### src/hdl/lgs_pkg.sv
// Shared types, constants and codes for the life grid generation step block.
package lgs_pkg;

	localparam int GRID_ROWS = 16;
	localparam int GRID_COLS = 16;
	localparam int ROW_AW    = $clog2(GRID_ROWS);
	localparam int COL_AW    = $clog2(GRID_COLS);

	// Neighbor counts that keep a live cell, and the one that gives birth.
	localparam int KEEP_LO = 2;
	localparam int BIRTH   = 3;

	typedef enum logic [1:0] {
		CMD_WRITE = 2'd0,
		CMD_STEP  = 2'd1,
		CMD_READ  = 2'd2,
		CMD_NONE  = 2'd3
	} cmd_t;

	typedef logic [GRID_COLS-1:0] grid_row_t;

	typedef struct packed {
		cmd_t       command;
		logic [3:0] row;
		logic [3:0] col;
		logic       cell_value;
	} req_t;

	typedef struct packed {
		logic [3:0]  row_index;
		logic [15:0] row_bits;
		logic        last_row;
	} rpt_t;

	typedef struct packed {
		logic              en;
		logic [ROW_AW-1:0] addr;
		grid_row_t         data;
	} grid_wr_t;

	typedef enum logic [1:0] {
		ST_IDLE,
		ST_PRIME,
		ST_GEN
	} state_t;

endpackage

### src/hdl/lgs_grid.sv
// Cell grid storage: one row written and one row read per cycle.
module lgs_grid (
	input  logic                             clk,
	input  logic                             arst_n,
	input  lgs_pkg::grid_wr_t                wr,
	input  logic [lgs_pkg::ROW_AW-1:0]       rd_addr,
	output lgs_pkg::grid_row_t               rd_data
);

	lgs_pkg::grid_row_t rows_q [lgs_pkg::GRID_ROWS];

	always_ff @(posedge clk or negedge arst_n) begin
		if (!arst_n) begin
			for (int i = 0; i < lgs_pkg::GRID_ROWS; i++) begin
				rows_q[i] <= '0;
			end
		end else if (wr.en) begin
			rows_q[wr.addr] <= wr.data;
		end
	end

	assign rd_data = rows_q[rd_addr];

endmodule

### src/hdl/lgs_row_rule.sv
// Next-generation row from three old rows; cells past the border count dead.
module lgs_row_rule (
	input  lgs_pkg::grid_row_t above,
	input  lgs_pkg::grid_row_t cur,
	input  lgs_pkg::grid_row_t below,
	output lgs_pkg::grid_row_t next_row
);

	logic [lgs_pkg::GRID_COLS+1:0] a_x;
	logic [lgs_pkg::GRID_COLS+1:0] c_x;
	logic [lgs_pkg::GRID_COLS+1:0] b_x;

	// pad one dead column on each side
	assign a_x = {1'b0, above, 1'b0};
	assign c_x = {1'b0, cur, 1'b0};
	assign b_x = {1'b0, below, 1'b0};

	always_comb begin
		logic [3:0] n;
		for (int c = 0; c < lgs_pkg::GRID_COLS; c++) begin
			n = 4'(a_x[c]) + 4'(a_x[c+1]) + 4'(a_x[c+2])
			  + 4'(c_x[c]) + 4'(c_x[c+2])
			  + 4'(b_x[c]) + 4'(b_x[c+1]) + 4'(b_x[c+2]);
			if (cur[c]) begin
				next_row[c] = (n == 4'(lgs_pkg::KEEP_LO)) || (n == 4'(lgs_pkg::BIRTH));
			end else begin
				next_row[c] = (n == 4'(lgs_pkg::BIRTH));
			end
		end
	end

endmodule

### src/hdl/life_grid_generation_step_core.sv
// Top level: Life grid with cell write, row read and one-generation step.
//
//  channel | valid      | stall      | word | carries
//  --------+------------+------------+------+------------------------------------
//  request | req_valid  | req_stall  | req  | command, row, col, cell_value
//  report  | rpt_valid  | rpt_stall  | rpt  | row_index, row_bits, last_row
//
// A write or read command yields one report word.
// A step command runs in steps: the accept starts the sequencer, the prime state
// loads the first old row into the window, then one row per cycle, while the report
// is not stalled, passes through the single row-rule unit and is written back and
// reported.
// Reset clears the grid, the sequencer and the report valid flag at once; the report word has no reset.
// A stalled report holds; the sequencer waits on it and accepts no request
// until the last row of a step has been loaded into the report register.
module life_grid_generation_step_core (
	input  logic            clk,
	input  logic            arst_n,
	input  logic            req_valid,
	output logic            req_stall,
	input  lgs_pkg::req_t   req,
	output logic            rpt_valid,
	input  logic            rpt_stall,
	output lgs_pkg::rpt_t   rpt
);

	lgs_pkg::state_t state_q;
	lgs_pkg::state_t state_nxt;

	logic [lgs_pkg::ROW_AW-1:0] row_q;
	lgs_pkg::grid_row_t         above_q;
	lgs_pkg::grid_row_t         cur_q;
	logic                       out_valid_q;
	lgs_pkg::rpt_t              out_q;

	logic                       out_free;
	logic                       take;
	logic                       row_in_range;
	logic                       col_in_range;
	logic                       last_gen;
	logic [lgs_pkg::ROW_AW-1:0] rd_addr;
	lgs_pkg::grid_row_t         rd_data;
	lgs_pkg::grid_row_t         below;
	lgs_pkg::grid_row_t         next_row;
	lgs_pkg::grid_row_t         cell_mask;
	lgs_pkg::grid_row_t         written;
	lgs_pkg::grid_wr_t          wr;
	logic                       load_out;
	lgs_pkg::rpt_t              out_nxt;
	logic                       prime;
	logic                       advance;

	// The report register is free when empty or being taken this cycle.
	assign out_free  = !out_valid_q || !rpt_stall;
	assign req_stall = !((state_q == lgs_pkg::ST_IDLE) && out_free);
	assign take      = req_valid && !req_stall;

	assign row_in_range = 32'(req.row) < lgs_pkg::GRID_ROWS;
	assign col_in_range = 32'(req.col) < lgs_pkg::GRID_COLS;
	assign last_gen     = (row_q == lgs_pkg::ROW_AW'(lgs_pkg::GRID_ROWS - 1));

	// Read port: requested row when idle, row zero to prime, next old row while stepping.
	always_comb begin
		unique case (state_q)
			lgs_pkg::ST_IDLE:  rd_addr = lgs_pkg::ROW_AW'(req.row);
			lgs_pkg::ST_PRIME: rd_addr = '0;
			lgs_pkg::ST_GEN:   rd_addr = row_q + lgs_pkg::ROW_AW'(1);
			default:           rd_addr = '0;
		endcase
	end

	lgs_grid u_grid (
		.clk     (clk),
		.arst_n  (arst_n),
		.wr      (wr),
		.rd_addr (rd_addr),
		.rd_data (rd_data)
	);

	// Below the bottom row everything is dead.
	assign below = last_gen ? '0 : rd_data;

	lgs_row_rule u_rule (
		.above    (above_q),
		.cur      (cur_q),
		.below    (below),
		.next_row (next_row)
	);

	// Single-cell update of the addressed row; out-of-range column leaves it as is.
	assign cell_mask = col_in_range ?
		(lgs_pkg::grid_row_t'(1) << lgs_pkg::COL_AW'(req.col)) : '0;
	assign written   = req.cell_value ? (rd_data | cell_mask) : (rd_data & ~cell_mask);

	// Next state
	always_comb begin
		state_nxt = state_q;
		unique case (state_q)
			lgs_pkg::ST_IDLE: begin
				if (take && (req.command == lgs_pkg::CMD_STEP)) begin
					state_nxt = lgs_pkg::ST_PRIME;
				end
			end
			lgs_pkg::ST_PRIME: state_nxt = lgs_pkg::ST_GEN;
			lgs_pkg::ST_GEN: begin
				if (out_free && last_gen) begin
					state_nxt = lgs_pkg::ST_IDLE;
				end
			end
			default: state_nxt = lgs_pkg::ST_IDLE;
		endcase
	end

	// Sequencer outputs: grid write, report load, window moves.
	always_comb begin
		wr       = '0;
		load_out = 1'b0;
		out_nxt  = '0;
		prime    = 1'b0;
		advance  = 1'b0;
		unique case (state_q)
			lgs_pkg::ST_IDLE: begin
				if (take) begin
					unique case (req.command)
						lgs_pkg::CMD_WRITE: begin
							wr.en             = row_in_range;
							wr.addr           = rd_addr;
							wr.data           = written;
							load_out          = 1'b1;
							out_nxt.row_index = req.row;
							out_nxt.row_bits  = row_in_range ? 16'(written) : '0;
							out_nxt.last_row  = 1'b1;
						end
						lgs_pkg::CMD_READ: begin
							load_out          = 1'b1;
							out_nxt.row_index = req.row;
							out_nxt.row_bits  = row_in_range ? 16'(rd_data) : '0;
							out_nxt.last_row  = 1'b1;
						end
						lgs_pkg::CMD_STEP, lgs_pkg::CMD_NONE: begin
							load_out = 1'b0;
						end
						default: load_out = 1'b0;
					endcase
				end
			end
			lgs_pkg::ST_PRIME: begin
				prime = 1'b1;
			end
			lgs_pkg::ST_GEN: begin
				// hold the window while the report word is stalled
				if (out_free) begin
					wr.en             = 1'b1;
					wr.addr           = row_q;
					wr.data           = next_row;
					load_out          = 1'b1;
					out_nxt.row_index = 4'(row_q);
					out_nxt.row_bits  = 16'(next_row);
					out_nxt.last_row  = last_gen;
					advance           = 1'b1;
				end
			end
			default: load_out = 1'b0;
		endcase
	end

	always_ff @(posedge clk or negedge arst_n) begin
		if (!arst_n) begin
			state_q     <= lgs_pkg::ST_IDLE;
			row_q       <= '0;
			out_valid_q <= 1'b0;
		end else begin
			state_q <= state_nxt;
			if (prime) begin
				row_q <= '0;
			end else if (advance) begin
				row_q <= row_q + lgs_pkg::ROW_AW'(1);
			end
			if (load_out) begin
				out_valid_q <= 1'b1;
			end else if (!rpt_stall) begin
				out_valid_q <= 1'b0;
			end
		end
	end

	// Old-row window and report word: payload, no reset.
	always_ff @(posedge clk) begin
		if (prime) begin
			above_q <= '0;
			cur_q   <= rd_data;
		end else if (advance) begin
			above_q <= cur_q;
			cur_q   <= below;
		end
		if (load_out) begin
			out_q <= out_nxt;
		end
	end

	assign rpt_valid = out_valid_q;
	assign rpt       = out_q;

endmodule

### config.mk
export PLATFORM = sky130hd
export DESIGN_NAME = life_grid_generation_step_core
export DESIGN_NICKNAME = d
export VERILOG_FILES = /design/src/hdl/lgs_pkg.sv /design/src/hdl/lgs_grid.sv /design/src/hdl/lgs_row_rule.sv /design/src/hdl/life_grid_generation_step_core.sv
export SDC_FILE = /design/constraint.sdc
export NUM_CORES = 1
export LEC_CHECK = 0
export ABC_AREA = 1
export BUFFER_PORTS_ARGS = -buffer_cell sky130_fd_sc_hd__buf_2
export CAP_MARGIN = 20
export CORE_MARGIN = 3
export CORE_UTILIZATION = 35
export DETAILED_ROUTE_END_ITERATION = 10
export PLACE_DENSITY = 0.54
export SYNTH_ARGS = -nofsm -noshare
export SYNTH_HDL_FRONTEND = slang
export SYNTH_SLANG_ARGS = --single-unit
### constraint.sdc
create_clock -name clk -period 4.8 [get_ports clk]
set_clock_uncertainty 0.2 [all_clocks]
set_input_delay 0.24 -clock clk [delete_from_list [all_inputs] [get_ports clk]]
set_output_delay 0.24 -clock clk [all_outputs]
set_load 0.05 [all_outputs]
Word level (Yosys, flattened, before mapping)

Index checks and enable logic that the tools add are counted.

Add/subtract/negate cells: 106
Order comparisons: 3
Eq/ne operators: 41
Shift-type cells: 1
Mux-type cells: 48
Bitwise logic cells: 5
Reductions and logical operators: 31

Operators with widths:

| operator                                                    | number |
|---|---|
| adder 4 x 1 -> 4 bit                                        | 89 |
| bitwise mux 256 bit                                         | 1 |
| equality test 4 x 2 -> 1 bit (second input constant)        | 32 |
| case mux 21 bit (2 select lines)                            | 3 |
| 2-to-1 mux 16 bit                                           | 7 |
| 2-to-1 mux 21 bit                                           | 5 |
| binary-select mux 16 bit (select 4 bit)                     | 1 |
| demux 16 bit (select 4 bit)                                 | 1 |
| adder 1 x 1 -> 2 bit                                        | 15 |
| 2-to-1 mux 1 bit                                            | 22 |
| logical OR 1 bit                                            | 17 |
| AND 16 bit                                                  | 1 |
| NOT 16 bit                                                  | 1 |
| OR 16 bit                                                   | 1 |
| left shift 1 x 4 -> 16 bit (first input constant)           | 1 |
| >= comparator 5 bit (second input constant)                 | 2 |
| NOT 4 -> 5 bit                                              | 2 |
| 2-to-1 mux 4 bit                                            | 2 |
| case mux 4 bit (2 select lines)                             | 1 |
| equality test 2 bit (second input constant)                 | 3 |
| case mux 2 bit (3 select lines)                             | 1 |
| logical AND 1 bit                                           | 5 |
| less-than comparator 5 x 1 -> 1 bit (second input constant) | 1 |
| adder 4 x 1 -> 4 bit (second input constant)                | 1 |
| other kinds (12)                                            | 20 |

Bits in registers: 316
Output and inout bits: 23
Logic and storage cells: 259

Depth between registers and ports, before layout

Depth after elaboration: 21
Mapped depth: 29
Mapped depth without buffers: 26

Cells and area by module

Synthesis repeated with hierarchy kept, for this count alone.

Cells, all modules: 2424
Area total of the unflattened synthesis: 18635.4 um^2

By module, submodules not included:

| module                         | instances | cells each | area each (um^2) | seq. area each (um^2) |
|---|---|---|---|---|
| lgs_grid                       | 1         | 1676       | 12635.9          | 6406.1 |
| life_grid_generation_step_core | 1         | 399        | 3223.1           | 1606.5 |
| lgs_row_rule                   | 1         | 349        | 2776.4           | 0.0 |

Worst setup path after synthesis

Ideal clock, no wire load.

Path type: register to register
From: register row_q[0] in the netlist's numbering
To: register u_grid.rows_q[133] in the netlist's numbering
Arrival time: 3.938 ns
Data required time: 4.535 ns
Path slack: 0.597 ns
Stages on the path, launching flop included: 28
Path buffers: 2
Period minus slack after synthesis: 4.203 ns
Cells stage by stage: dfrtp_1 -> ha_1 -> xor2_1 -> nand2_1 -> nand2_1 -> inv_1 -> buf_2 -> nand3_1 -> nand3_1 -> nand2_1 -> nor2_1 -> inv_1 -> fa_1 -> inv_1 -> nand4_1 -> nand2_1 -> inv_1 -> ha_1 -> inv_1 -> nand2_1 -> inv_1 -> fa_1 -> nor3_1 -> nand4_1 -> nand2_1 -> buf_4 -> nand2_1 -> nand2_1

Cells in the longest elaborated chain, start to end: 16
Elaborated cells between the ends (all ways): 29

Ends and longest elaborated chain:

| item                                                   | line                                   | RTL |
|---|---|---|
| from (decl)                                            | life_grid_generation_step_core.sv:30   | `logic [lgs_pkg::ROW_AW-1:0] row_q;` |
| from (signal assigned)                                 | life_grid_generation_step_core.sv:177  | `row_q <= row_q + lgs_pkg::ROW_AW'(1);` |
| adder 4 x 1 -> 4 bit                                   | life_grid_generation_step_core.sv:67   | `lgs_pkg::ST_GEN: rd_addr = row_q + lgs_pkg::ROW_AW'(1);` |
| case mux 4 bit (2 select lines)                        | life_grid_generation_step_core.sv:64   | `unique case (state_q)` |
| NOT 4 -> 5 bit (implied by the code)                   | lgs_grid.sv:22                         | `assign rd_data = rows_q[rd_addr];` |
| binary-select mux 16 bit (select 4 bit)                | lgs_grid.sv:22                         |  |
| 2-to-1 mux 16 bit (implied by the code) (2 in a row)   | lgs_grid.sv:22                         |  |
| 2-to-1 mux 16 bit                                      | life_grid_generation_step_core.sv:81   | `assign below = last_gen ? '0 : rd_data;` |
| adder 4 x 1 -> 4 bit (3 in a row)                      | lgs_row_rule.sv:23                     | `+ 4'(b_x[c]) + 4'(b_x[c+1]) + 4'(b_x[c+2]);` |
| equality test 4 x 2 -> 1 bit, on equally long branches | lgs_row_rule.sv:25, lgs_row_rule.sv:27 |  |
| logical OR 1 bit                                       | lgs_row_rule.sv:25                     | `next_row[c] = (n == 4'(lgs_pkg::KEEP_LO)) \|\| (n == 4'(lgs_pkg::BIRTH));` |
| 2-to-1 mux 1 bit                                       | lgs_row_rule.sv:24                     | `if (cur[c]) begin` |
| 2-to-1 mux 21 bit                                      | life_grid_generation_step_core.sv:152  | `if (out_free) begin` |
| case mux 21 bit (2 select lines) (*)                   | life_grid_generation_step_core.sv:121  | `unique case (state_q)` |
| bitwise mux 256 bit (*)                                | lgs_grid.sv:18                         | `rows_q[wr.addr] <= wr.data;` |
| to (signal, indexed assignment)                        | lgs_grid.sv:18                         |  |
| to (decl)                                              | lgs_grid.sv:10                         | `lgs_pkg::grid_row_t rows_q [lgs_pkg::GRID_ROWS];` |

Every way passes the cells marked *; elsewhere a longest branch is shown, timed or not. The select of a mux whose other input is x is not followed.
A chain may end at the register's enable or synchronous reset.

Worst setup path after layout

From: register row_q[1] in the netlist's numbering
To: register u_grid.rows_q[201] in the netlist's numbering

Same word-level chain as after synthesis.

==> metrics.txt <==
outcome=finished clean; Horiz. Die Dim=roughly 230 um; count of final setup violators=0; NumNets Final=2732; syn avg cell area=between 7 and 8 um2; grt ovf=0; Worst-Skew Late Latency=around 560 ps; post-synthesis mux area share=0%; Root Buffer=clkbuf_16; first-pass GRT wire length=96.2 mm; CTS tree=yes; Mapped Area=around 18000 um2; crit end category=register; slowest CP cell=fa_1; area of the die=55100 um2; Worst Hold Depth=4; number of enable flip-flop cells after synthesis=37; Main synth FF type=dfrtp_1; Cell Count, Final, Fillers Out=3318; Iter 0 DRT Violations=roughly 1700; CP startpoint kind=register; number of fill cells=roughly 5000; Hold Crit Endpoint=rpt[11]$_SDFFCE_PP0P_; most used cell, CP=nand3_4; DP Area=about 20000 um2; Final Util=45.4%; Synth Area in Adders=approximately 9.2%; Min-Delay Path Class=in2reg; Critical path origin=row_q[1]$_DFFE_PN0P_; register area share after synthesis=between 40% and 50%; pre-CTS WS=-163 ps; CTS H-Tree Depth=2; R2R setup slack=130 ps; Max FO, Critical Path=8; share of layout cells above drive strength 1=between 20% and 30%; router iterations before antenna repair=5; synthesized flop and latch total=~320; synth warn=0; Final Wtd Congestion=a little under 0.9; largest net degree at the start of global routing=around 110; Synth Area in XOR/XNOR=less than 1%; final clock period utilization by the worst path=roughly 97%; Worst Max-Slew Pin Slew=slightly above 1000 ps; CP peak stage delay=~560 ps; Clock Sinks=roughly 320; core area=approximately 52000 um2; Reg-to-Reg End=u_grid.rows_q[201]$_DFFE_PN0P_; WP data arrival=between 4000 and 5000 ps; num rows=83; final instance area=about 23000 um2; via count=between 15000 and 20000; DR DRC count=0; Placed Cells=approximately 3200; Mapped Cells=between 2000 and 2500; Worst Path Required=just over 5000 ps; clk slew on worst S/H paths=60 ps; # diodes=0; Slew headroom=just over 30%; Fin. Hold Viols=0; # port buffers=37; simple-gate share of the synthesized area=between 30% and 40%; hpwl dp=roughly 43 mm; Ports=38; vias per inst=about 5; final setup margin=126 ps; post-synthesis compound-gate area fraction=3.85%; initial core utilization=35.6%; setup repair after global routing missed its margin=yes; MaxCap Viol Count=0; DRT antenna net count=0; largest family of logic cells by synthesized area=simple AND/OR/NAND/NOR gates; synth unique cells=38; Max Fclk=between 0.2 and 0.25 GHz; Area Growth Syn to Fin=27.7%; reg-to-reg startpoint=row_q[1]$_DFFE_PN0P_; worst setup path category=reg2reg; reg2reg path depth=28; Hold Crit Start=req[4]; max-slew violation count=0; All-Layer GR Usage=between 20% and 30%; vias in the first global route=around 16000; antenna violations before repair=0; fin crit period=4670 ps; WL/cell=between 15 and 20 um; total wire length=between 60 and 70 mm; syn nets=around 2500; Async S/R FF share, synth=83.2%; chip height=between 200 and 250 um; clock buffer depth=3; clock buffer count from CTS=38
[state kept, by name, indices dropped and copies added (netlist names)]
| name | flops |
|---|---|
| row_q | 4 |
| rpt | 21 |
| above_q | 16 |
| rpt_valid | 1 |
| cur_q | 16 |
| u_grid.rows_q | 256 |
| state_q | 2 |
[cell usage in the layout, fill, tap and decap left out, types with 8 or more instances in the layout]
cell type	count
nand2_1	1009
dfrtp_1	262
nand3_1	249
inv_1	194
buf_4	167
nor2_1	66
ha_1	55
clkbuf_16	52
nand3_2	46
fa_1	46
edfxtp_1	37
buf_2	36
inv_2	34
buf_12	33
o21ai_0	28
nand2_2	27
nand4_1	25
a21oi_1	23
nor2_2	21
buf_6	21
o21ai_1	19
nand3_4	18
dfxtp_1	16
xor2_1	15
clkbuf_8	15
o211ai_1	12
nor2_4	10
nand3b_1	10
clkinv_2	9
nand2_4	8
[area by class of cell]
type,instances,area [um2],area share (%)
multi-input cells,1741,9600,41.0
flip-flops and latches,316,8010,34.2
repair buffers,279,2770,11.8
clock buffers,57,1190,5.10
inverters,234,908,3.88
well taps,680,851,3.64
clock inverters,11,70.1,0.299
[metrics by stage]
step                      setup TNS, ps  hold WS, ps
after global placement            -2030          162
after CTS                          -195         52.3
after global routing              -1560         78.7
after floorplan                       0         -256
after detailed placement          -6440          163
final                                 0         90.3
[synth_stat cells (6+ instances only)]
| library cell | instances | area (um2) |
|---|---|---|
| nand3_1 | 313 | 1570 |
| clkbuf_1 | 19 | 71.3 |
| a21oi_1 | 24 | 120 |
| inv_2 | 25 | 93.8 |
| buf_2 | 75 | 375 |
| dfrtp_1 | 263 | 6580 |
| buf_4 | 20 | 150 |
| nor2_1 | 79 | 297 |
| o21ai_1 | 16 | 80.1 |
| o21ai_4 | 7 | 114 |
| nand2_2 | 6 | 37.5 |
| edfxtp_1 | 37 | 1110 |
| o21ai_0 | 32 | 160 |
| o22ai_1 | 6 | 37.5 |
| inv_1 | 208 | 781 |
| nand2_1 | 1040 | 3900 |
| nand3b_1 | 10 | 75.1 |
| ha_1 | 60 | 751 |
| o211ai_1 | 12 | 90.1 |
| fa_1 | 47 | 941 |
| xor2_1 | 17 | 149 |
| nand4_1 | 25 | 156 |
| dfxtp_1 | 16 | 320 |
| nor3_1 | 13 | 65.1 |
| nor2_2 | 15 | 93.8 |
[worst max-delay path, delay by kind of cell, from the launching register on]
family / cells / cell delay (ps)
adder cells (fa/ha/maj): 4 / 1440
flip-flops: 1 / 420
AND/OR/NAND/NOR: 15 / 1630
buffers and inverters: 9 / 880
[how the worst max path moves through the flow]
| stage | slack [ps] | endpoint |
|---|---|---|
| 5_1_grt | -70 | u_grid.rows_q[11]$_DFFE_PN0P_ |
| 3_5_place_dp | -160 | u_grid.rows_q[25]$_DFFE_PN0P_ |
| 3_3_place_gp | -80 | u_grid.rows_q[137]$_DFFE_PN0P_ |
| 6_report | 130 | u_grid.rows_q[201]$_DFFE_PN0P_ |
| 4_1_cts | -20 | u_grid.rows_q[25]$_DFFE_PN0P_ |
| 2_1_floorplan | 600 | u_grid.rows_q[133]$_DFFE_PN0P_ |
[cell families after synthesis]
kind of cell / count (synthesis)
adder cells (fa/ha/maj): 107
AO/OA/AOI/OAI: 109
AND/OR/NAND/NOR: 1505
buffers and inverters: 352
XOR/XNOR: 20
flip-flops: 316
[layer usage]
metal | wire, um | global-route usage (%) | share of wire (%) | up-vias
met3 | 4600 | 3.74 | 7.1 | 122
met4 | 2010 | 7.38 | 3.1 | 0
met5 | 0 | 0 | 0 | -
met2 | 30100 | 35.5 | 46 | 631
met1 | 28000 | 30.2 | 43 | 8329
li1 | - | - | - | 7993
[what timing repair did]
action / in CTS / in global routing
pin swaps: 1 / 94
gates cloned: 0 / 13
endpoints found under the setup margin: 137 / 234
gates resized for setup: 25 / 225
hold buffers: 5 / 0
hold endpoints to repair: 102 / 0
buffers inserted: 0 / 42
Power is left out: the tool's default activity adds up to more than one toggle a clock period on the data nets, which glitch-free logic cannot reach.
